## src/rtl/bkl_pkg.sv

```systemverilog
// ----------------------------------------------------------------------------
// bkl_pkg: shared definitions for the bucketed key lookup
// Sizes, field types, command and status codes, the key-memory request
// bundle and helper functions used by the lookup modules.
// ----------------------------------------------------------------------------
package bkl_pkg;

  // Table geometry
  localparam int BUCKET_DEPTH = 64;
  localparam int NUM_BUCKETS  = 10;
  localparam int MEM_DEPTH    = NUM_BUCKETS * BUCKET_DEPTH;

  // Key layout: nine BCD digits, leading digit picks the bucket
  localparam int KEY_DIGITS = 9;
  localparam int DIGIT_W    = 4;
  localparam int DIGIT_MAX  = 9;
  localparam int KEY_W      = KEY_DIGITS * DIGIT_W;
  localparam int BKT_W      = DIGIT_W;
  localparam int TAIL_W     = KEY_W - BKT_W;

  // Derived widths
  localparam int CNT_W  = $clog2(BUCKET_DEPTH + 1);
  localparam int IDX_W  = (BUCKET_DEPTH > 1) ? $clog2(BUCKET_DEPTH) : 1;
  localparam int ADDR_W = (MEM_DEPTH > 1) ? $clog2(MEM_DEPTH) : 1;

  typedef logic [KEY_W-1:0]  key_t;
  typedef logic [TAIL_W-1:0] tail_t;
  typedef logic [BKT_W-1:0]  bkt_t;
  typedef logic [CNT_W-1:0]  cnt_t;
  typedef logic [IDX_W-1:0]  idx_t;
  typedef logic [ADDR_W-1:0] addr_t;

  // Command codes
  localparam logic CMD_INSERT = 1'b0;
  localparam logic CMD_SEARCH = 1'b1;

  // Result status codes
  typedef enum logic [1:0] {
    ST_OK        = 2'd0,
    ST_BAD_DIGIT = 2'd1,
    ST_FULL      = 2'd2
  } status_t;

  // Key memory access for one cycle
  typedef struct packed {
    logic  we;
    addr_t waddr;
    tail_t wdata;
    logic  re;
    addr_t raddr;
  } ram_req_t;

  // One result transaction
  typedef struct packed {
    logic    found;
    status_t status;
  } rsp_t;

  // True when all nibbles of the key are decimal digits
  function automatic logic key_is_bcd(key_t k);
    logic ok;
    ok = 1'b1;
    for (int n = 0; n < KEY_DIGITS; n++) begin
      if (k[n*DIGIT_W +: DIGIT_W] > DIGIT_W'(DIGIT_MAX)) begin
        ok = 1'b0;
      end
    end
    return ok;
  endfunction

  // Flat memory address of an entry within a bucket
  function automatic addr_t entry_addr(bkt_t b, idx_t i);
    return addr_t'(b) * addr_t'(BUCKET_DEPTH) + addr_t'(i);
  endfunction

endpackage

```

## src/rtl/bkl_ctrl.sv

```systemverilog
// ----------------------------------------------------------------------------
// bkl_ctrl: lookup sequencer
// Checks the key, keeps the per-bucket fill counts, appends entries on insert
// and scans one bucket entry per cycle on search.
// ----------------------------------------------------------------------------
module bkl_ctrl import bkl_pkg::*; (
  input  logic     clk,
  input  logic     rst,
  input  logic     req_valid,
  output logic     req_ready,
  input  logic     req_cmd,
  input  key_t     req_key,
  output ram_req_t ram_req,
  input  tail_t    ram_rdata,
  output logic     res_valid,
  input  logic     res_ready,
  output rsp_t     res
);

  typedef enum logic [2:0] {
    S_IDLE   = 3'b001,
    S_SCAN   = 3'b010,
    S_RESULT = 3'b100
  } state_t;

  state_t  state;
  cnt_t    counts [NUM_BUCKETS];
  bkt_t    bucket;
  tail_t   tail;
  cnt_t    cnt;
  cnt_t    idx;
  logic    found;
  status_t status;

  logic    accept;
  logic    key_ok;
  bkt_t    in_bkt;
  tail_t   in_tail;
  cnt_t    in_cnt;
  logic    has_room;
  logic    match;
  logic    scan_end;

  // Decode the incoming transaction
  assign req_ready = (state == S_IDLE);
  assign accept    = req_valid && req_ready;
  assign key_ok    = key_is_bcd(req_key);
  assign in_bkt    = req_key[KEY_W-1 -: BKT_W];
  assign in_tail   = req_key[TAIL_W-1:0];
  assign in_cnt    = key_ok ? counts[in_bkt] : '0;
  assign has_room  = (in_cnt < cnt_t'(BUCKET_DEPTH));

  // Compare the entry read in the previous cycle
  assign match    = (ram_rdata == tail);
  assign scan_end = (idx == cnt);

  // Drive the key memory
  always_comb begin
    ram_req = '0;
    if (accept && key_ok) begin
      if (req_cmd == CMD_INSERT) begin
        ram_req.we    = has_room;
        ram_req.waddr = entry_addr(in_bkt, in_cnt[IDX_W-1:0]);
        ram_req.wdata = in_tail;
      end else begin
        ram_req.re    = (in_cnt != '0);
        ram_req.raddr = entry_addr(in_bkt, '0);
      end
    end else if (state == S_SCAN && !match && !scan_end) begin
      ram_req.re    = 1'b1;
      ram_req.raddr = entry_addr(bucket, idx[IDX_W-1:0]);
    end
  end

  // Advance the sequencer and update fill counts
  always_ff @(posedge clk) begin
    if (rst) begin
      state <= S_IDLE;
      for (int b = 0; b < NUM_BUCKETS; b++) begin
        counts[b] <= '0;
      end
    end else begin
      unique case (state)
        S_IDLE: begin
          if (accept) begin
            if (!key_ok) begin
              state <= S_RESULT;
            end else if (req_cmd == CMD_INSERT) begin
              if (has_room) begin
                counts[in_bkt] <= in_cnt + cnt_t'(1);
              end
              state <= S_RESULT;
            end else if (in_cnt == '0) begin
              state <= S_RESULT;
            end else begin
              state <= S_SCAN;
            end
          end
        end
        S_SCAN: begin
          if (match || scan_end) begin
            state <= S_RESULT;
          end
        end
        S_RESULT: begin
          if (res_ready) begin
            state <= S_IDLE;
          end
        end
        default: begin
          state <= S_IDLE;
        end
      endcase
    end
  end

  // Capture the transaction and build the result
  always_ff @(posedge clk) begin
    if (accept) begin
      bucket <= in_bkt;
      tail   <= in_tail;
      cnt    <= in_cnt;
      idx    <= cnt_t'(1);
      found  <= 1'b0;
      if (!key_ok) begin
        status <= ST_BAD_DIGIT;
      end else if (req_cmd == CMD_INSERT && !has_room) begin
        status <= ST_FULL;
      end else begin
        status <= ST_OK;
      end
    end else if (state == S_SCAN) begin
      if (match) begin
        found <= 1'b1;
      end else if (!scan_end) begin
        idx <= idx + cnt_t'(1);
      end
    end
  end

  assign res_valid  = (state == S_RESULT);
  assign res.found  = found;
  assign res.status = status;

endmodule

```

## config.mk

```make
export PLATFORM = sky130hd
export DESIGN_NAME = bkl_ctrl
export DESIGN_NICKNAME = d
export VERILOG_FILES = /design/src/rtl/bkl_pkg.sv /design/src/rtl/bkl_ctrl.sv
export SDC_FILE = /design/constraint.sdc
export NUM_CORES = 1
export LEC_CHECK = 0
export BUFFER_PORTS_ARGS = -buffer_cell sky130_fd_sc_hd__buf_4
export CAP_MARGIN = 20
export CORE_MARGIN = 2
export CORE_UTILIZATION = 56
export DETAILED_ROUTE_END_ITERATION = 10
export PLACE_DENSITY_LB_ADDON = 0.15
export SLEW_MARGIN = 10
export SYNTH_ARGS = -nofsm -noshare
export SYNTH_HDL_FRONTEND = slang
export SYNTH_SLANG_ARGS = --single-unit
```

## constraint.sdc

```tcl
create_clock -name clk -period 4.65 [get_ports clk]
set_clock_uncertainty 0.05 [all_clocks]
set_input_delay 0 -clock clk [delete_from_list [all_inputs] [get_ports clk]]
set_output_delay 0 -clock clk [all_outputs]
set_load 0.01 [all_outputs]
```

### After elaboration in Yosys (flattened, before gate mapping)

Memories as Yosys holds them, arrays and structs flattened.
Index checks and enable logic that the tools add are counted.
Widths: inputs -> output; s select.

* $add $sub $neg: 4
* multiply operators: 0
* divide/modulo/power cells: 0
* order comparisons: 10
* eq/ne operators: 8
* shifts and indexed selects: 0
* multiplexer cells: 35
* bitwise logic cells: 3
* reductions and logical operators: 15

Operator list (count)
* $mux 43: 2
* $gt 4x4->1 const B: 9
* $mux 11: 3
* $eq 32x32->1: 1
* $add 10x6->10: 2
* $mux 1: 19
* $mux 3: 6
* $add 7x1->7 const B: 2
* $mux 7: 2
* $pmux 3 s3: 1
* $eq 7x7->1: 1
* $logic_not 7->1: 1
* $lt 7x7->1 const B: 1
* $reduce_bool 7->1: 1
* $reduce_or 7->1: 1
* $ne 2x1->1 const B: 3
* $reduce_and 3->1: 2
* $logic_and 1x1->1: 5
* $mux 4: 1
* $eq 3x1->1 const B: 1
* $eq 3x2->1 const B: 1
* $eq 3x3->1 const B: 1
* $logic_not 1->1: 3
* $not 1->1: 3
* 3 further kinds: 3

* bits in registers: 56
* bits in latches: 0
* RAM bits: 70
* memory bits (read-only): 0
* input bits: 73
* output and inout bits: 59
* logic and storage cells: 83
* memories: 1

Memory list
* counts: depth 10, bits a word 7, rd ports 1, clocked after Yosys merged registers in 0, write ports 10, RTL line bkl_ctrl.sv:27 `cnt_t counts [NUM_BUCKETS];`

### Logic depth before layout (Yosys ltp)

Gate-level depths: netlist of run 1.

* depth after elaboration: 21
* depth in mapped cells: 12
* depth with buffers taken out: 10

### Worst setup path after synthesis of run 1

OpenSTA, ideal clock, no wires.

* path kind: reg-to-reg
* start: register state[0]
* end: memory counts[0][0] (netlist name), enable pin
* setup time: 293 ps
* data arrival time: 2961 ps
* required time: 4307 ps
* setup slack: 1346 ps
* cell stages (with the launch flop): 10
* path buffers: 3
* period minus slack after synthesis: 3304 ps
* cells stage by stage: dfxtp_1 -> nand2_1 -> or3_1 -> clkbuf_1 -> clkinv_1 -> and4_1 -> buf_2 -> buf_2 -> nand3_1 -> nand2b_1

RTL lines
* start, declared: RTL line bkl_ctrl.sv:26 `state_t state;`
* start signal, assigned: RTL line bkl_ctrl.sv:78 `state <= S_IDLE;`
* start signal, assigned: RTL line bkl_ctrl.sv:87 `state <= S_RESULT;`
* start signal, assigned: RTL line bkl_ctrl.sv:92 `state <= S_RESULT;`
* end, declared: RTL line bkl_ctrl.sv:27

==> results of run 1 <==
## cell type report
class | count | share of cell area
tap | 180 | 0.0223
sequential | 168 | 0.489
clock buffer | 18 | 0.0425
clock inverter | 13 | 0.0179
timing repair buffer | 175 | 0.140
inverter | 12 | 0.00446
multi-input combinational | 393 | 0.284
## logic make-up (layout without fill, tap and decap cells)
family,after synthesis,in the layout
and+or+nand+nor,215,215
AOI/OAI and AO/OA,56,56
muxes,36,36
buffers and inverters,39,218
other,1,42
DFF,168,168
xor gates and xnor gates,41,41
adders and majority gates,3,3
## flip-flops by register name, summed over array words and instances, names as in the netlist
name,cells
tail,32
state,3
idx,7
counts,112
bucket,4
status,2
cnt,7
found,1
## per-stage QoR
stage / util / power [mW]
4_1_cts: 0.730 / 3.50
3_3_place_gp: 0.658 / 2.03
5_1_grt: 0.730 / 3.59
3_5_place_dp: 0.658 / 2.04
6_report: 0.730 / 3.49
2_1_floorplan: - / 1.93
## placed cells by master, fill, tap and decap left out, types with 12 or more instances in the layout
cell type	Yosys	final
clkbuf_16	0	17
xnor2_1	41	41
nor2_1	71	71
nand3_1	12	12
a22o_1	12	12
edfxtp_1	157	157
nand2_1	14	14
nand4_1	17	17
a21oi_1	14	14
mux4_1	13	13
buf_4	1	136
and2_1	44	44
conb_1	1	42
mux4_2	14	14
dlygate4sd3_1	0	39
## per-layer routing
| layer | wire length, microns | vias to the layer above | track usage |
|---|---|---|---|
| met1 | 7310 | 2596 | 0.322 |
| met4 | 482 | 0 | 0.108 |
| li1 | - | 2488 | - |
| met2 | 9390 | 296 | 0.443 |
| met5 | 0 | - | 0 |
| met3 | 1770 | 39 | 0.0586 |
## power breakdown
group / switching [mW] / internal, mW / total [mW] / leakage, nW
logic: 0.153 / 0.146 / 0.300 / 1.90
clock network: 0.558 / 0.891 / 1.45 / 0.283
registers: 0.0218 / 1.72 / 1.74 / 1.68
total: 0.733 / 2.75 / 3.49 / 3.86
## critical path: cells and delay by family
kind / cells / cell delay [ps]
simple gates: 4 / 1420
mux: 1 / 810
compound gates: 2 / 330
fa+ha+maj: 1 / 260
buf+inv: 4 / 1040
## worst max path at each step
stage,startpoint,slack [ps],end
after floorplan,state[0],1350,counts[0][0]
after global placement,req_key[32],900,counts[14][4]
after detailed placement,req_key[32],760,counts[15][4]
after CTS,req_key[35],820,counts[15][4]
after global routing,req_key[2],540,counts[10][4]
final,req_key[35],820,counts[10][4]
==> qor.yml, run 1 <==
status:
  outcome: "finished clean"
floorplan:
  start_util: 0.569
  num_rows: 43
  dieArea_sq_um: 15000
  die_h_microns: 123
  dieWidth_microns: 123
  io_pins: 132
  core-area_sq_um: 13800
final_layout:
  nFillCells: 911
  area_growth_pct: 28.3
  seqCellArea_sq_um: 4930
  multi_input_area_sq_um: 2870
  diodes: 0
  instances_no_fill: 959
  nNetsFinal: 843
  fin_area_sq_um: 10100
  drive_above_1_share: 0.255
timing:
  slew_viol_final: 0
  fmax_mhz: 261
  period_minus_slack_ps: 3830
  fin_crit_sh: 0.823
  worst_slew_pin_slew_ps: 939
  fin_ws_ps: 824
  whs_ps: 48.0
  setup_violations: 0
  final_hold_viol_count: 0
  rsz0062_at_grt: "no"
  fin_setup_tns_ps: 0
  relSlewSlack: 0.356
cts:
  holdBufCountCts: 39
  clock_latency_ps: 430
  clock_sinks: 168
  h-tree-depth: 4
  clockRootBuffer: "clkbuf_16"
  cts_tree: "yes"
  cts_buffers: 17
  cts_max_path_buffers: 2
  clkTransAtPathRegs_ps: 60
  ctsResizeCount: 0
  cts_setup_buffers: 0
setup_path:
  rr_startpoint: "counts[9][1]"
  r2r-end: "counts[10][4]"
  worstPathRequired_ps: 4700
  crit_fanout: 14
  crit_path_frequent_cell: "buf_4"
  crit_path_start_kind: "input port"
  rrSetupSlack_ps: 1030
  slowest_delay_ps: 810
  critPathKind: "in -> reg"
  cp-end-kind: "flop"
  path_cells: "dlygate4sd3_1 > buf_4 > nor2b_1 > a22o_1 > a221oi_2 > buf_4 > or2_2 > inv_1 > ha_1 > nor3b_1 > mux2i_1 > nor2_1"
  reg2regPathDepth: 9
  cp_data_arrival_time_ps: 3880
  slowest_stage: "mux2i_1"
synthesis:
  synth_edf_count: 157
  yosysTopAreaCellShare: 0.599
  yosys-top-cells-count: "edfxtp_1 (157), nor2_1 (71), and2_1 (44)"
  netlist_area_sq_um: 7870
  synth_largest_area_cell: "edfxtp_1"
  synthAdderAreaFrac: 0.00477
  synth_top_family_by_area: "simple AND/OR/NAND/NOR gates"
  avgSynthCellArea_sq_um: 14.1
  ys_async_sr_fraction: 0
  synth_area_leaders: "edfxtp_1 (60%), xnor2_1 (4.6%), mux4_1 (4.3%), mux4_2 (4.0%), and2_1 (3.5%)"
  synth-main-ff-cell: "edfxtp_1"
  synth_compound_area_frac: 0.0539
  muxShareOfSynthArea: 0.0959
  synth_xor_area_frac: 0.0456
  seq_area_frac_synth: 0.627
  synth_warnings: 0
  synth_seq_cells: 168
  synth.distinct_cells: 60
  synthSimpleGateAreaFrac: 0.143
  synth_most_common_cell: "edfxtp_1"
  synth_cells: 559
run:
  cap_violations: 0
placed_design:
  dpl.hpwl_mm: 12.7
  place_inst: 889
  dpl_worst_slack_ps: 758
  place_congestion: 0.845
  post_dp_cell_area_sq_um: 9090
  io_buffer_count: 131
drt:
  firstDrtPassIters: 5
  drc: 0
  via_per_inst: 5.65
  drtAntennaViolNets: 0
  drt-total-wl_mm: 19.0
  drtIter0Drc: 534
  post_drt_wl_per_cell_microns: 19.8
  vias: 5419
global_route:
  grt_overflow: 0
  grt_pass1_vias: 5264
  track_usage: 0.260
  grt_pass1_wl_mm: 28.4
  grt_max_degree: 52
  antenna_found_initial: 0
power_and_ir_drop:
  ir_drop_uv: 240
  p_leak_nw: 3.86
  power_density_nw_per_um2: 346
worst_hold_path:
  hold_path_class: "in -> reg"
  hp-start: "req_key[33]"
  holdPathEnd: "bucket[1]"
  whs_path_depth: 1
(Power assumes the default switching activity.)
==> run 2: changes to the inputs <==
==> constraint.sdc (replaced) <==
create_clock -name clk -period 3.8 [get_ports clk]
set_clock_uncertainty 0.05 [all_clocks]
set_input_delay 0 -clock clk [delete_from_list [all_inputs] [get_ports clk]]
set_output_delay 0 -clock clk [all_outputs]
set_load 0.01 [all_outputs]
==> qor.yml, run 2 (synthesis gave the netlist of run 1 again) <==
placed_design:
  post_dp_cell_area_sq_um: 9260
  io_buffer_count: 131
  place_congestion: 0.911
  place_inst: 909
  dpl.hpwl_mm: 13.4
timing:
  relSlewSlack: 0.426
  setup_violations: 0
  fin_setup_tns_ps: 0
  final_hold_viol_count: 0
  slew_viol_final: 0
  whs_ps: 112
  worst_slew_pin_slew_ps: 854
  rsz0062_at_grt: "no"
  fin_crit_sh: 0.896
  fmax_mhz: 294
  period_minus_slack_ps: 3400
global_route:
  antenna_found_initial: 0
  grt_use_met1: 0.342
  track_usage: 0.269
  grt_overflow: 0
  grtUsageMet3: 0.0651
  grt_max_degree: 48
  grt_pass1_vias: 5447
  grt_pass1_wl_mm: 29.6
  grt-busiest-layer: "met2"
  met2_usage: 0.434
floorplan:
  start_util: 0.569
  num_rows: 43
  dieWidth_microns: 123
  io_pins: 132
  dieArea_sq_um: 15000
  core-area_sq_um: 13800
  die_h_microns: 123
setup_path:
  cp-end-kind: "flop"
  worstPathRequired_ps: 3950
  crit_fanout: 24
  cp_data_arrival_time_ps: 3550
  crit_path_start_kind: "input port"
  critPathKind: "in -> reg"
cts:
  cts_buffers: 17
  clock_latency_ps: 420
  clockRootBuffer: "clkbuf_16"
  clkTransAtPathRegs_ps: 60
  cts_max_path_buffers: 2
  ctsResizeCount: 0
  cts_tree: "yes"
  h-tree-depth: 4
  cts_setup_buffers: 0
  clock_sinks: 168
drt:
  vias: 5497
  drtIter0Drc: 434
  drc: 0
  drtAntennaViolNets: 0
  via_per_inst: 5.60
  drt-total-wl_mm: 19.2
  firstDrtPassIters: 5
  post_drt_wl_per_cell_microns: 19.6
power_and_ir_drop:
  seq_power_share: 0.506
  power_density_nw_per_um2: 410
  clockPowerShare: 0.404
  power.switching_mw: 0.896
  switching_share: 0.213
  p_leak_nw: 3.97
  ir_drop_uv: 341
  p_comb_frac: 0.090
  p_int_mw: 3.31
run:
  cap_violations: 0
final_layout:
  largest_reg_flops: 112
  fin_area_sq_um: 10200
  drive_above_1_share: 0.276
  most-common-layout-cells: "edfxtp_1 (157), buf_4 (155), nor2_1 (71)"
  area_growth_pct: 30.3
  nNetsFinal: 865
  reg_top3: "counts (112), tail (32)"
  final_common_cell: "edfxtp_1"
  diodes: 0
  largest-register: "counts"
  instances_no_fill: 982
status:
  outcome: "finished clean"
worst_hold_path:
  hold_path_class: "in -> reg"
-- run 2: what timing repair did --
item                                    CTS  global route
endpoints found under the setup margin    0             0
hold endpoints to repair                 41             0
hold buffers                             41             0
-- run 2: worst max-delay path, stage by stage --
cell and delay [ps]:
dlygate4sd3_1 530, buf_4 350, mux4_1 640, a22o_1 260
a221oi_1 370, or2_2 250, inv_1 70, ha_1 250
nor3b_1 180, mux2i_1 160, buf_4 190, nor2_1 290
-- run 2: layout make-up --
class | instances | area (sq um)
Timing Repair Buffer | 197 | 1590
Inverter | 12 | 45.0
Fill cell | 876 | 3580
Tap cell | 180 | 225
Sequential cell | 168 | 4930
Clock buffer | 17 | 425
Multi-Input combinational cell | 393 | 2870
Clock inverter | 15 | 159
-- run 2: power groups by stage --
| stage | Combinational, mW | Sequential, mW | Clock [mW] |
|---|---|---|---|
| floorplan | 0.202 | 2.16 | 0 |
| global placement | 0.336 | 2.16 | 0 |
| detailed placement | 0.342 | 2.17 | 0 |
| CTS | 0.378 | 2.13 | 1.72 |
| global route | 0.410 | 2.13 | 1.80 |
| finish | 0.381 | 2.13 | 1.70 |
-- run 2: routing by layer --
layer	vias to the layer above	wire, microns	part of all wire
li1	2530	-	-
met1	2645	7620	0.40
met2	267	9380	0.49
met3	55	1570	0.082
met4	0	636	0.033
met5	-	0	0
-- run 2: per-stage QoR --
| stage | total power, mW | worst slack [ps] | util |
|---|---|---|---|
| global route | 4.34 | 113 | 0.741 |
| floorplan | 2.36 | 496 | - |
| global placement | 2.50 | 647 | 0.669 |
| finish | 4.21 | 396 | 0.741 |
| detailed placement | 2.51 | 514 | 0.669 |
| CTS | 4.22 | 395 | 0.741 |
-- run 2: worst paths after layout --
path / start / to / slack (ps) / cells past startpoint
worst max-delay path: req_key[32] / counts[13][4] / 400 / 12
worst min-delay path: ram_rdata[1] / found / 110 / 6
worst max register to register: counts[9][1] / counts[13][4] / 600 / 10
worst min register to register: idx[6] / idx[6] / 440 / 2
==> run 3: changes to the inputs <==
--- a/config.mk
+++ b/config.mk
@@ -10,7 +10,7 @@
 export CORE_MARGIN = 2
 export CORE_UTILIZATION = 56
 export DETAILED_ROUTE_END_ITERATION = 10
-export PLACE_DENSITY_LB_ADDON = 0.15
+export PLACE_DENSITY_LB_ADDON = 0.08
 export SLEW_MARGIN = 10
 export SYNTH_ARGS = -nofsm -noshare
 export SYNTH_HDL_FRONTEND = slang
==> qor.yml, run 3 (synthesis gave the netlist of run 1 again) <==
setup_path:
  rrSetupSlack_ps: 430
  worstSetupEndpoint: "state[2]"
  reg2regPathDepth: 9
  crit_path_start_kind: "input port"
  crit_path_start: "req_key[32]"
  worstPathRequired_ps: 4110
  cp_data_arrival_time_ps: 3880
  rr_startpoint: "counts[8][1]"
  critPathKind: "in -> reg"
  cp-end-kind: "flop"
  r2r-end: "state[2]"
  crit_fanout: 23
timing:
  fin_ws_ps: 231
  rsz0062_at_grt: "no"
  worst_slew_pin_slew_ps: 824
  slew_viol_final: 0
  fin_setup_tns_ps: 0
  period_minus_slack_ps: 3570
  fin_crit_sh: 0.939
  setup_violations: 0
  relSlewSlack: 0.446
  fmax_mhz: 280
  final_hold_viol_count: 0
power_and_ir_drop:
  power_density_nw_per_um2: 426
  power.switching_mw: 0.915
  p_total_mw: 4.35
  ir_drop_uv: 306
  seq_power_share: 0.489
  switching_share: 0.210
  clockPowerShare: 0.425
  p_leak_nw: 3.94
  p_comb_frac: 0.086
  p_int_mw: 3.44
drt:
  firstDrtPassIters: 4
  drc: 0
  drtIter0Drc: 568
  drt-total-wl_mm: 20.4
  vias: 5529
  post_drt_wl_per_cell_microns: 21.0
  via_per_inst: 5.69
  drtAntennaViolNets: 0
final_layout:
  seqCellArea_sq_um: 4930
  final_common_cell: "edfxtp_1"
  nFillCells: 937
  diodes: 0
  area_growth_pct: 29.8
  multi_input_area_sq_um: 2870
  instances_no_fill: 972
  nNetsFinal: 855
  largest_reg_flops: 112
  most-common-layout-cells: "edfxtp_1 (157), buf_4 (146), nor2_1 (71)"
  drive_above_1_share: 0.268
  reg_top3: "counts (112), tail (32)"
  largest-register: "counts"
floorplan:
  dieArea_sq_um: 15000
  num_rows: 43
  io_pins: 132
  start_util: 0.569
  die_h_microns: 123
  dieWidth_microns: 123
  core-area_sq_um: 13800
placed_design:
  dpl_worst_slack_ps: 326
  dpl.hpwl_mm: 13.8
  place_congestion: 0.919
  io_buffer_count: 131
  place_inst: 899
global_route:
  track_usage: 0.284
  grt_pass1_vias: 5600
  grt_pass1_wl_mm: 31.0
  grt_overflow: 0
  grt_max_degree: 51
  antenna_found_initial: 0
cts:
  cts_tree: "yes"
  clock_latency_ps: 420
  clock_sinks: 168
  cts_max_path_buffers: 2
  h-tree-depth: 4
  clockRootBuffer: "clkbuf_16"
  cts_buffers: 17
  cts_setup_buffers: 0
  clkTransAtPathRegs_ps: 60
worst_hold_path:
  hold_path_class: "in -> reg"
status:
  outcome: "finished clean"
run:
  cap_violations: 0
## run 3: cell types whose count changed in the layout (fill, tap and decap cells not counted)
cell	change
a22oi_2	+1
buf_4	-9
bufinv_16	+2
a22oi_1	-1
clkinv_2	-1
clkinvlp_4	-1
buf_12	-1
## run 3: cell type report
type / count / area share
well taps: 180 / 0.0220
repair buffers: 187 / 0.147
inverters: 12 / 0.00441
multi-input cells: 393 / 0.281
clock buffers: 17 / 0.0416
flip-flops and latches: 168 / 0.483
clock inverters: 15 / 0.0202
## run 3: how the worst min path moves through the flow
stage                      from        end  slack [ps]  cells after the start
floorplan           req_key[32]  bucket[0]          50                      0
global route        req_key[33]  bucket[1]          70                      1
global placement     req_key[4]    tail[4]         130                      1
CTS                 req_key[33]  bucket[1]          50                      1
finish              req_key[33]  bucket[1]          70                      1
detailed placement  req_key[20]   tail[20]         140                      1
## run 3: power by group through the flow
stage	sequential, mW	combinational (mW)	clock [mW]
floorplan	2.16	0.202	0
global placement	2.16	0.327	0
detailed placement	2.17	0.334	0
CTS	2.13	0.371	1.86
global route	2.14	0.404	1.92
finish	2.13	0.375	1.85
## run 3: per-layer routing
layer | vias up | share of wire | global-route usage
li1 | 2508 | - | -
met1 | 2711 | 0.38 | 0.347
met2 | 261 | 0.50 | 0.476
met3 | 49 | 0.075 | 0.0632
met4 | 0 | 0.038 | 0.144
met5 | - | 0 | 0
## run 3: stage by stage
| stage | hold WS, ps | utilization | area, sq um |
|---|---|---|---|
| 2_1_floorplan | 48.9 | - | 8020 |
| 3_3_place_gp | 135 | 0.663 | 9170 |
| 3_5_place_dp | 142 | 0.663 | 9170 |
| 4_1_cts | 52.4 | 0.738 | 10200 |
| 5_1_grt | 68.1 | 0.739 | 10200 |
| 6_report | 71.2 | 0.739 | 10200 |
## run 3: worst max-delay path: stages
cell and delay [ps]:
dlygate4sd3_1 530, buf_4 360, mux4_1 620, a22o_1 240, a221oi_1 380, or2_2 260, ha_1 170, nand2_1 60
or3_1 380, a221oi_1 280, dlygate4sd3_1 590
## run 3: timing repair
action / 4_1_cts / 5_1_grt
endpoints found under the hold margin: 40 / 0
gates resized for setup: 0 / 1
hold buffers: 41 / 0
endpoints found under the setup margin: 0 / 1
